`config.mk`:
```
export PLATFORM = sky130hd
export DESIGN_NAME = ecmf_vtx_mem
export DESIGN_NICKNAME = d
export VERILOG_FILES = /design/src/hw/rtl/ecmf_pkg.sv /design/src/hw/rtl/ecmf_vtx_mem.sv
export SDC_FILE = /design/constraint.sdc
export NUM_CORES = 1
export LEC_CHECK = 0
export BUFFER_PORTS_ARGS = -buffer_cell sky130_fd_sc_hd__buf_2
export CAP_MARGIN = 20
export CORE_MARGIN = 5
export CORE_UTILIZATION = 35
export DETAILED_ROUTE_END_ITERATION = 7
export GPL_ROUTABILITY_DRIVEN = 1
export RECOVER_POWER = 50
export SLEW_MARGIN = 20
export SYNTH_ARGS = -nofsm -noshare
export SYNTH_HDL_FRONTEND = slang
export SYNTH_SLANG_ARGS = --single-unit
```
`constraint.sdc`:
```
create_clock -name clk -period 1.9 [get_ports clk]
set_input_delay 0.19 -clock clk [delete_from_list [all_inputs] [get_ports clk]]
set_output_delay 0.19 -clock clk [all_outputs]
set_load 0.05 [all_outputs]
```
`src/hw/rtl/ecmf_pkg.sv`:
```
// Shared types and constants for the edge connectivity max-flow core.
// Used by the arc store, the vertex store and the top level.
`timescale 1ns / 1ps
`default_nettype none

package ecmf_pkg;

  // Graph limits.
  localparam int VTX_W    = 6;
  localparam int DEG_W    = 5;
  localparam int FLOW_W   = 2;
  localparam int SLOT_W   = 4;
  localparam int ARC_AW   = VTX_W + SLOT_W;
  localparam int MAX_VTX  = 64;
  localparam int MAX_DEG  = 16;
  localparam int ARC_SLOTS = 1024;

  // Search and push constants.
  localparam logic [1:0]  CAP_INF   = 2'd3;
  localparam logic [10:0] ROUND_CAP = 11'd1024;

  // Parent and bottleneck of one visited vertex.
  typedef struct packed {
    logic [VTX_W-1:0] parent;
    logic [1:0]       bn;
  } pb_t;

  // Request into the arc store.
  typedef struct packed {
    logic [ARC_AW-1:0] addr;
    logic              nbr_we;
    logic [VTX_W-1:0]  nbr_wd;
    logic              flow_we;
    logic [FLOW_W-1:0] flow_wd;
  } arc_req_t;

  // Request into the vertex store.
  typedef struct packed {
    logic [VTX_W-1:0] deg_addr;
    logic             deg_we;
    logic [DEG_W-1:0] deg_wd;
    logic             deg_clr;
    logic [VTX_W-1:0] pb_raddr;
    logic [VTX_W-1:0] pb_waddr;
    logic             pb_we;
    pb_t              pb_wd;
    logic [VTX_W-1:0] q_raddr;
    logic [VTX_W-1:0] q_waddr;
    logic             q_we;
    logic [VTX_W-1:0] q_wd;
    logic             seen_clr;
    logic             seen_set;
    logic [VTX_W-1:0] seen_idx;
    logic [VTX_W-1:0] seen_qidx;
  } vtx_req_t;

endpackage

`default_nettype wire

```
`src/hw/rtl/ecmf_vtx_mem.sv`:
```
// Vertex store: degree counts with valid bits, parent and bottleneck,
// search queue and visited bits. Depends on ecmf_pkg.
`timescale 1ns / 1ps
`default_nettype none

module ecmf_vtx_mem import ecmf_pkg::*; (
  input  logic             clk,
  input  logic             rst_n,
  input  vtx_req_t         req,
  output logic [DEG_W-1:0] deg_rd,
  output pb_t              pb_rd,
  output logic [VTX_W-1:0] q_rd,
  output logic             seen_hit
);

  logic [DEG_W-1:0]   deg_mem [0:MAX_VTX-1];
  pb_t                pb_mem  [0:MAX_VTX-1];
  logic [VTX_W-1:0]   q_mem   [0:MAX_VTX-1];
  logic [MAX_VTX-1:0] deg_vld_r, deg_vld_nxt;
  logic [MAX_VTX-1:0] seen_r, seen_nxt;
  logic [DEG_W-1:0]   deg_rd_r;
  logic               deg_hit_r;
  pb_t                pb_rd_r;
  logic [VTX_W-1:0]   q_rd_r;

  // Degree entries that are not valid read as zero.
  always_ff @(posedge clk) begin
    if (req.deg_we) begin
      deg_mem[req.deg_addr] <= req.deg_wd;
    end
    deg_rd_r  <= deg_mem[req.deg_addr];
    deg_hit_r <= deg_vld_r[req.deg_addr];
  end

  assign deg_rd = deg_hit_r ? deg_rd_r : '0;

  // Valid bits and visited bits.
  always_comb begin
    deg_vld_nxt = deg_vld_r;
    if (req.deg_clr) begin
      deg_vld_nxt = '0;
    end else if (req.deg_we) begin
      deg_vld_nxt[req.deg_addr] = 1'b1;
    end
    seen_nxt = seen_r;
    if (req.seen_clr) begin
      seen_nxt = '0;
    end
    if (req.seen_set) begin
      seen_nxt[req.seen_idx] = 1'b1;
    end
  end

  always_ff @(posedge clk) begin
    if (!rst_n) begin
      deg_vld_r <= '0;
      seen_r    <= '0;
    end else begin
      deg_vld_r <= deg_vld_nxt;
      seen_r    <= seen_nxt;
    end
  end

  assign seen_hit = seen_r[req.seen_qidx];

  // Parent and bottleneck memory.
  always_ff @(posedge clk) begin
    if (req.pb_we) begin
      pb_mem[req.pb_waddr] <= req.pb_wd;
    end
    pb_rd_r <= pb_mem[req.pb_raddr];
  end

  // Search queue memory.
  always_ff @(posedge clk) begin
    if (req.q_we) begin
      q_mem[req.q_waddr] <= req.q_wd;
    end
    q_rd_r <= q_mem[req.q_raddr];
  end

  assign pb_rd = pb_rd_r;
  assign q_rd  = q_rd_r;

endmodule

`default_nettype wire

```
Word level (Yosys, flattened, before mapping)
Memory sizes are Yosys's and may differ from the RTL's. A register that Yosys moved wholly into a read port is not among the register bits.
Cells that the tools add are included.
{"block": "totals", "mem_count": 3, "ram_bits": 1216, "inputBits": 69, "elab_cells": 34, "out_inout_bits": 20, "ff_bits": 129}
{"block": "op_classes", "reduce_logical": 3, "order_cmp": 5, "n_bitwise": 3, "n_mux": 17}
{"memory": "pb_mem", "depth": 64, "word_bits": 8, "read_ports": 1, "rd_ports_with_merged_regs": 1, "wr": 1, "line_no": "ecmf_vtx_mem.sv:17", "source": "pb_t pb_mem [0:MAX_VTX-1];"}
{"memory": "q_mem", "depth": 64, "word_bits": 6, "read_ports": 1, "rd_ports_with_merged_regs": 1, "wr": 1, "line_no": "ecmf_vtx_mem.sv:18", "source": "logic [VTX_W-1:0] q_mem [0:MAX_VTX-1];"}
{"memory": "deg_mem", "depth": 64, "word_bits": 5, "read_ports": 1, "rd_ports_with_merged_regs": 1, "wr": 1, "line_no": "ecmf_vtx_mem.sv:16", "source": "logic [DEG_W-1:0] deg_mem [0:MAX_VTX-1];"}
{"op": "$mux W64", "n": 2}
{"op": "$or A64 B64 Y64", "n": 2}
{"op": "$lt A6 B7 Y1 const B", "n": 3}
{"op": "$bmux W1 S6", "n": 2}
{"op": "$demux W1 S6", "n": 2}
{"op": "$ge A6 B1 Y1 const B", "n": 2}
{"op": "$mux W1", "n": 10}
{"op": "$mux W5", "n": 1}
{"op": "$logic_and A1 B1 Y1", "n": 2}
{"op": "$reduce_or A2 Y1", "n": 1}
{"op": "$not A1 Y1", "n": 1}

Logic depth before layout (Yosys ltp)
Gate-level depths: netlist of run 1.
{"block": "depth", "depth_word": 6, "ltp_mapped": 9, "depth_no_buf": 5}

Least setup slack after synthesis of run 1
No wires, ideal clock.
{"block": "synth_path", "path_type": "input to output", "startpoint": "in req[2] in the netlist's numbering", "endpoint": "out seen_hit", "arrival_ns": 1.902, "path_buffers": 2, "slack_ns": -0.192, "required_time_ns": 1.710, "stages": 7, "path_cell_list": "clkbuf_1 > buf_2 > mux4_2 > nor3_1 > o21ai_0 > nand3_1 > o22ai_1"}
{"block": "synth_via", "elab_chain_len": 2}
{"element": "from (decl)", "line_no": "ecmf_vtx_mem.sv:9", "source": "input vtx_req_t req,"}
{"element": "$bmux W1 S6", "line_no": "ecmf_vtx_mem.sv:64", "source": "assign seen_hit = seen_r[req.seen_qidx];"}
{"element": "$mux W1 (not written as such)", "line_no": "ecmf_vtx_mem.sv:64"}
{"element": "to (decl)", "line_no": "ecmf_vtx_mem.sv:13", "source": "output logic seen_hit"}
No other way between the ends. The select of a mux whose other input is x is not followed.

Worst setup path after layout of run 1
{"block": "layout_path", "startpoint": "reg seen_r[47]", "endpoint": "out seen_hit"}
{"block": "layout_via", "elab_chain_len": 2}
{"element": "from (decl)", "line_no": "ecmf_vtx_mem.sv:20", "source": "logic [MAX_VTX-1:0] seen_r, seen_nxt;"}
{"element": "from (signal assigned)", "line_no": "ecmf_vtx_mem.sv:60", "source": "seen_r <= seen_nxt;"}
{"element": "$bmux W1 S6", "line_no": "ecmf_vtx_mem.sv:64"}
{"element": "$mux W1 (not written as such)", "line_no": "ecmf_vtx_mem.sv:64"}
No other way between the ends. The select of a mux whose other input is x is not followed.

==> flow_metrics.py, run 1 <==
metrics = {
    "outcome": {
        "outcome": "complete, but fails checks",
        "failed_checks": "capacitance limit, slew limit, setup timing",
    },
    "timing": {
        "worst_slack_ns": -0.550,
        "hold_violations": 0,
        "maxSlewHeadroom_pct": -11.8,
        "worstMarginPinSlew_ns": 1.68,
        "layout_worst_path_cycle_share_pct": 129,
        "post-route-min-period_ns": 2.45,
        "fmax_mhz": 408,
        "timing.clock.skew_ns": 0.0449,
        "report.final.slew_viol_count": 167,
        "report.final.setup_viol": 9,
        "fin_hold_ws_ns": 0.0814,
        "rsz0062_at_grt": "yes",
    },
    "finish": {
        "fin_cells": 5682,
        "area_growth_syn_to_layout_pct": 20.7,
        "seq_area_um2": 39500,
        "finish.net_count": 3588,
        "postLayoutCellArea_um2": 65300,
        "antennaDiodeCount": 0,
        "finish.utilization_pct": 42.4,
        "multi_input_area_um2": 13400,
        "post_route_cells_drive_above_1_share_pct": 29.6,
        "nFillCells": 13600,
    },
    "worst_setup_path": {
        "cp_max_fanout": 2,
        "cp_num_buf_inv": 1,
        "reg2reg_from": "deg_mem[22][0]$_DFFE_PP_",
        "critical_path.cell_chain": "mux4_2 -> mux2_2 -> o22ai_2 -> o22ai_2 -> buf_6",
        "worst_setup_path_startpoint": "seen_r[47]$_SDFF_PN0_",
        "worst_setup_path_end_kind": "output pin",
        "setup.reg_to_reg.worst_slack_ns": 0.01,
        "crit_path_frequent_cell": "sky130_fd_sc_hd__o22ai_2",
        "critPathLaunchType": "register",
        "cp_slowest_stage_delay_ns": 0.47,
        "critical_path_class": "reg2out",
        "crit_required_ns": 1.71,
        "timing.critical_path.slowest_stage_cell": "sky130_fd_sc_hd__mux4_2",
        "cp.arrival_ns": 2.26,
        "worst_path_dominant_cell_family": "multiplexers",
    },
    "pwr": {
        "pwr_density_cell_nw_per_um2": 1010,
        "power.leakage_nw": 21.6,
        "irDropWorstVdd_uv": 762,
        "overall_power_mw": 65.6,
    },
    "clocking": {
        "tritoncts.num_buffers": 147,
        "clk_root_buffer_cell": "sky130_fd_sc_hd__clkbuf_16",
        "clock_tree.buffer_depth": 3,
        "clk-insertion-delay-late_ns": 0.79,
        "clk_pin_slew_worst_paths_ns": 0.06,
        "clock_tree.htree_level_count": 4,
        "cts.repair_timing.setup_buffer_count": 0,
        "cts_num_sinks": 1364,
        "tritoncts": "yes",
    },
    "yosys": {
        "postSynth.asyncResetShare_pct": 0,
        "syn-num-nets": 3024,
        "synth.top_cells.by_area": "sky130_fd_sc_hd__edfxtp_1, sky130_fd_sc_hd__mux4_2, sky130_fd_sc_hd__dfxtp_1, sky130_fd_sc_hd__nor2_1, sky130_fd_sc_hd__mux2i_1",
        "synth_top_cells_by_count": "sky130_fd_sc_hd__edfxtp_1, sky130_fd_sc_hd__nor2_1, sky130_fd_sc_hd__mux4_2",
        "synth_enable_flop_cells": 1216,
        "post-synth-top-count-cell": "sky130_fd_sc_hd__edfxtp_1",
        "syn_area_um2": 54100,
        "synthesis.instances": 2955,
        "synth.largest_area_cell": "sky130_fd_sc_hd__edfxtp_1",
        "postSynth.topFlopCell": "sky130_fd_sc_hd__edfxtp_1",
        "synth_top_cell_area_share_pct": 67.5,
        "synth_seq_area_share_pct": 73.0,
        "syn_avg_cell_area_um2": 18.3,
        "yosys.cell_types.count": 72,
        "synth_seq_cells": 1364,
        "synth-warning-count": 0,
    },
    "worst_hold_path": {
        "hold_path_class": "in2reg",
        "hold_start": "req[25]",
    },
    "route": {
        "drt_iter0_markers": 2411,
        "remaining_drc_errors": 0,
        "drt_wl_total_mm": 128,
        "detail-route-antenna-nets": 0,
        "1st_pass_router_iterations": 5,
        "detail_route.wl_per_cell_um": 22.5,
        "vias": 29200,
        "detail_route.vias_per_cell": 5.13,
    },
    "floorplan": {
        "floorplan.core_area_um2": 154000,
        "chipWidth_um": 403,
        "core.rowCount": 144,
        "start_util_pct": 35.1,
        "dieArea_um2": 162000,
        "die-height_um": 403,
        "top_level_ports": 89,
    },
    "run": {
        "max_cap_violations": 4,
    },
    "grt": {
        "global_route.overflow_total": 0,
        "pin_count_of_the_biggest_net_entering_global_routing": 65,
        "grt_first_pass_wirelength_mm": 192,
        "via_count_of_the_first_global_routing_pass": 29900,
        "globalRouteTotalUtil_pct": 15.5,
        "number_of_antenna_violations_at_the_first_check_in_global_routing": 0,
    },
    "placed_design": {
        "placedCellCount": 5377,
        "dpl_cell_area_um2": 60000,
        "globalplace.congestion": 0.839,
        "detailed_place_hpwl_mm": 81.0,
        "port-buffer-count": 88,
    },
}
==> report_power, final <==
group | switching (mW) | internal [mW]
sequential | 0.0871 | 32.9
clock | 12.2 | 16.5
combinational | 2.30 | 1.56
total | 14.6 | 51.0
==> path summary, 6_finish.rpt <==
path,to,depth (start not counted)
worst min-delay path,q_mem[13][5]$_DFFE_PP_,3
worst max-delay path,seen_hit,5
worst max register to register,deg_rd_r[0]$_DFF_P_,6
worst min register to register,deg_vld_r[52]$_SDFFE_PP0P_,1
==> sequential cells by signal, summed over array words and instances (netlist names) <==
name / flops
deg_mem: 320
deg_rd_r: 5
deg_vld_r: 64
deg_hit_r: 1
seen_r: 64
q_mem: 384
q_rd: 6
pb_rd: 8
pb_mem: 512
==> cell type report <==
class,count,area share (%)
Clock buffer,196,6.15
Clock inverter,72,1.45
Inverter,7,0.0441
Multi-Input combinational cell,1408,20.6
Sequential cell,1364,60.5
Tap cell,2044,3.92
Timing Repair Buffer,591,7.36
==> layout by cell type, fill, tap and decap left out, drive strengths merged, types with 49 or more instances in the layout <==
cell type  Yosys  routed
edfxtp      1216    1216
nand2         72      72
mux2          49      49
nor2         299     299
o21a          65      65
buf          103     506
mux2i         79      79
clkinv         1      50
a21oi         83      83
dfxtp        148     148
mux4         279     279
clkbuf        72     244
nor2b         88      88
==> per-layer routing <==
metal	share of wire [%]	vias to the layer above	global-route usage, %
met2	48	877	25.0
li1	-	13000	-
met5	0	-	0
met4	2.2	0	4.51
met3	5.5	190	2.76
met1	44	15100	21.7
==> tightest hold or removal path: stages <==
cell                     delay (ns)
sky130_fd_sc_hd__buf_2         0.14
sky130_fd_sc_hd__or3b_2        0.23
sky130_fd_sc_hd__nor2_1        0.12
==> timing repair <==
item / 4_1_cts / 5_1_grt
hold buffers: 35 / 2
endpoints found under the setup margin: 9 / 4
gates resized for setup: 11 / 4
pin swaps: 1 / 0
hold endpoints to repair: 462 / 73
==> cells by family (layout without fill, tap and decap cells) <==
group           after synthesis  after routing  share of synthesized area, %
compound gates              381            381                          4.97
buf+inv                     183            866                          2.27
flops                      1364           1364                          73.0
mux                         407            407                          14.3
simple gates                620            620                          5.43
==> per-stage QoR <==
step,setup slack (ns),TNS [ns]
6_report,-0.550,-0.610
5_1_grt,-0.640,-10.39
4_1_cts,-0.628,-0.628
3_5_place_dp,-0.463,-27.05
3_3_place_gp,-0.482,-27.49
2_1_floorplan,0.0156,0
Note: power is estimated with default switching activity, not from simulation.
==> inputs of run 2 (changes only) <==
- PLACE_DENSITY: unset -> 0.49
- clock period: 1.9 -> 2.13 ns (I/O delays scaled with it)
==> run 2 against run 1 <==
Clock power fell by 11%. Critical path depth did not move. Via count increased by 0.56%. Worst hold slack worse by 0.0018 ns. Clock-buffer cell count down 11. Final cell count fell by 0.76%. Combinational power decreased by 12%. The flow still finishes with violations (capacitance limit, slew limit, setup timing). Flip-flop and latch count unchanged. Highest routed layer unchanged. Global-route usage rose by 1.1 points. First-iteration DRC count is 2.0% higher. Sequential power fell by 11%. Core utilization down 0.48 points.
==> flow_metrics.py, run 2 (synthesis gave the netlist of run 1 again) <==
metrics = {
    "outcome": {
        "outcome": "complete, but fails checks",
        "failed_checks": "capacitance limit, slew limit, setup timing",
    },
    "pwr": {
        "irDropWorstVdd_uv": 699,
        "power.leakage_nw": 21.1,
        "pwr_density_cell_nw_per_um2": 905,
        "overall_power_mw": 58.4,
    },
    "clocking": {
        "clock_tree.buffer_depth": 3,
        "tritoncts": "yes",
        "cts.repair_timing.setup_buffer_count": 0,
        "clk_root_buffer_cell": "sky130_fd_sc_hd__clkbuf_16",
        "tritoncts.num_buffers": 148,
        "clk-insertion-delay-late_ns": 0.77,
        "cts_num_sinks": 1364,
        "clk_pin_slew_worst_paths_ns": 0.06,
        "clock_tree.htree_level_count": 4,
    },
    "run": {
        "max_cap_violations": 4,
    },
    "finish": {
        "finish.utilization_pct": 41.9,
        "area_growth_syn_to_layout_pct": 19.3,
        "largest_reg_flops": 512,
        "fin_cells": 5639,
        "seq_area_um2": 39500,
        "finish.net_count": 3539,
        "register_with_the_highest_flop_count": "pb_mem",
        "postLayoutCellArea_um2": 64500,
        "nFillCells": 13800,
        "multi_input_area_um2": 13400,
        "mostFrequentLayoutCells": "sky130_fd_sc_hd__edfxtp_1, sky130_fd_sc_hd__buf_4, sky130_fd_sc_hd__nor2_1, sky130_fd_sc_hd__mux4_2, sky130_fd_sc_hd__clkbuf_16",
        "most_frequent_standard_cell_in_the_layout_excluding_fill_and_tap_cells": "sky130_fd_sc_hd__edfxtp_1",
        "antennaDiodeCount": 0,
        "registers_with_the_most_flip_flops": "pb_mem: 512 flops, q_mem: 384 flops, deg_mem: 320 flops",
        "post_route_cells_drive_above_1_share_pct": 27.2,
    },
    "worst_hold_path": {
        "hold_start": "req[30]",
        "hold_endpoint": "q_rd[5]$_DFF_P_",
        "hold_path_class": "in2reg",
        "min_path_cells": 4,
    },
    "timing": {
        "setup-tns-final_ns": -0.342,
        "fmax_mhz": 405,
        "post-route-min-period_ns": 2.47,
        "rsz0062_at_grt": "yes",
        "maxSlewHeadroom_pct": -34.1,
        "hold_violations": 0,
        "report.final.slew_viol_count": 166,
        "layout_worst_path_cycle_share_pct": 116,
        "worst_slack_ns": -0.342,
        "report.final.setup_viol": 1,
        "fin_hold_ws_ns": 0.0796,
        "timing.clock.skew_ns": 0.0219,
        "worstMarginPinSlew_ns": 2.01,
    },
    "floorplan": {
        "top_level_ports": 89,
        "core.rowCount": 144,
        "dieArea_um2": 162000,
        "start_util_pct": 35.1,
        "die-height_um": 403,
        "chipWidth_um": 403,
        "floorplan.core_area_um2": 154000,
    },
    "route": {
        "detail-route-antenna-nets": 0,
        "1st_pass_router_iterations": 5,
        "detail_route.vias_per_cell": 5.20,
        "detail_route.wl_per_cell_um": 24.1,
        "drt_iter0_markers": 2460,
        "drt_wl_total_mm": 136,
        "remaining_drc_errors": 0,
        "vias": 29300,
    },
    "grt": {
        "global_route.overflow_total": 0,
        "number_of_antenna_violations_at_the_first_check_in_global_routing": 0,
        "pin_count_of_the_biggest_net_entering_global_routing": 65,
        "via_count_of_the_first_global_routing_pass": 30500,
        "globalRouteTotalUtil_pct": 16.6,
        "grt_first_pass_wirelength_mm": 202,
    },
    "worst_setup_path": {
        "timing.critical_path.slowest_stage_cell": "sky130_fd_sc_hd__mux4_2",
        "critPathLaunchType": "register",
        "cp.arrival_ns": 2.26,
        "worst_setup_path_end_kind": "output pin",
        "reg2regPathDepth": 6,
        "reg2reg_from": "deg_mem[33][0]$_DFFE_PP_",
        "cp_max_fanout": 2,
        "cp_slowest_stage_delay_ns": 0.46,
        "critical_path.cell_chain": "mux4_2 -> mux2_4 -> o22ai_4 -> o22ai_2 -> buf_6",
        "critical_path_class": "reg2out",
        "crit_required_ns": 1.92,
        "setup.reg_to_reg.worst_slack_ns": 0.23,
        "worst_r2r_endpoint": "deg_rd_r[0]$_DFF_P_",
    },
    "placed_design": {
        "placedCellCount": 5330,
        "detailed_place_hpwl_mm": 88.8,
        "dpl_cell_area_um2": 59700,
        "port-buffer-count": 88,
        "detailedPlace.worstSlack_ns": -0.120,
        "globalplace.congestion": 0.838,
    },
}
-- run 2: changes by cell type in the layout (fill, tap and decap cells not counted), sizes merged --
cell	previous run	this run
bufinv	10	14
inv	14	15
buf	506	416
clkinv	50	60
clkinvlp	5	8
dlygate4sd3	37	34
clkbuf	244	276
-- run 2: worst max path at each step --
stage	start	to	slack [ns]
global placement	req[63]	deg_rd_r[2]$_DFF_P_	-0.11
CTS	seen_r[55]$_SDFF_PN0_	seen_hit	-0.45
finish	seen_r[52]$_SDFF_PN0_	seen_hit	-0.34
global route	seen_r[29]$_SDFF_PN0_	seen_hit	-0.43
detailed placement	req[51]	pb_rd[4]$_DFF_P_	-0.12
floorplan	req[0]	seen_hit	0.20
-- run 2: per-layer routing --
layer / vias up / share of wire [%] / track usage [%]
met5: - / 0 / 0
met2: 801 / 48 / 27.0
met3: 205 / 5.0 / 2.76
met1: 15400 / 44 / 23.1
met4: 0 / 2.2 / 4.50
li1: 12900 / - / -
-- run 2: layout make-up --
| type | count | area share (%) |
|---|---|---|
| tap | 2044 | 3.96 |
| multi-input combinational | 1408 | 20.8 |
| inverter | 7 | 0.0407 |
| clock inverter | 90 | 1.49 |
| sequential | 1364 | 61.2 |
| timing repair buffer | 541 | 6.44 |
| clock buffer | 185 | 6.07 |
-- run 2: where the power goes --
group / internal, mW / total [mW] / switching, mW
clock: 14.9 / 25.5 / 10.6
sequential: 29.3 / 29.4 / 0.0957
combinational: 1.31 / 3.42 / 2.11
-- run 2: critical path, delay by kind of cell (launching register included) --
kind | cells | cell delay (ns)
AO/OA/AOI/OAI | 2 | 0.25
buffers and inverters | 1 | 0.16
flip-flops | 1 | 0.31
multiplexers | 2 | 0.77
-- run 2: timing repair --
action / in CTS / in global routing
setup endpoints to repair: 1 / 1
pin swaps: 0 / 1
hold endpoints to repair: 773 / 0
hold buffers: 34 / 0
gates resized for setup: 5 / 6
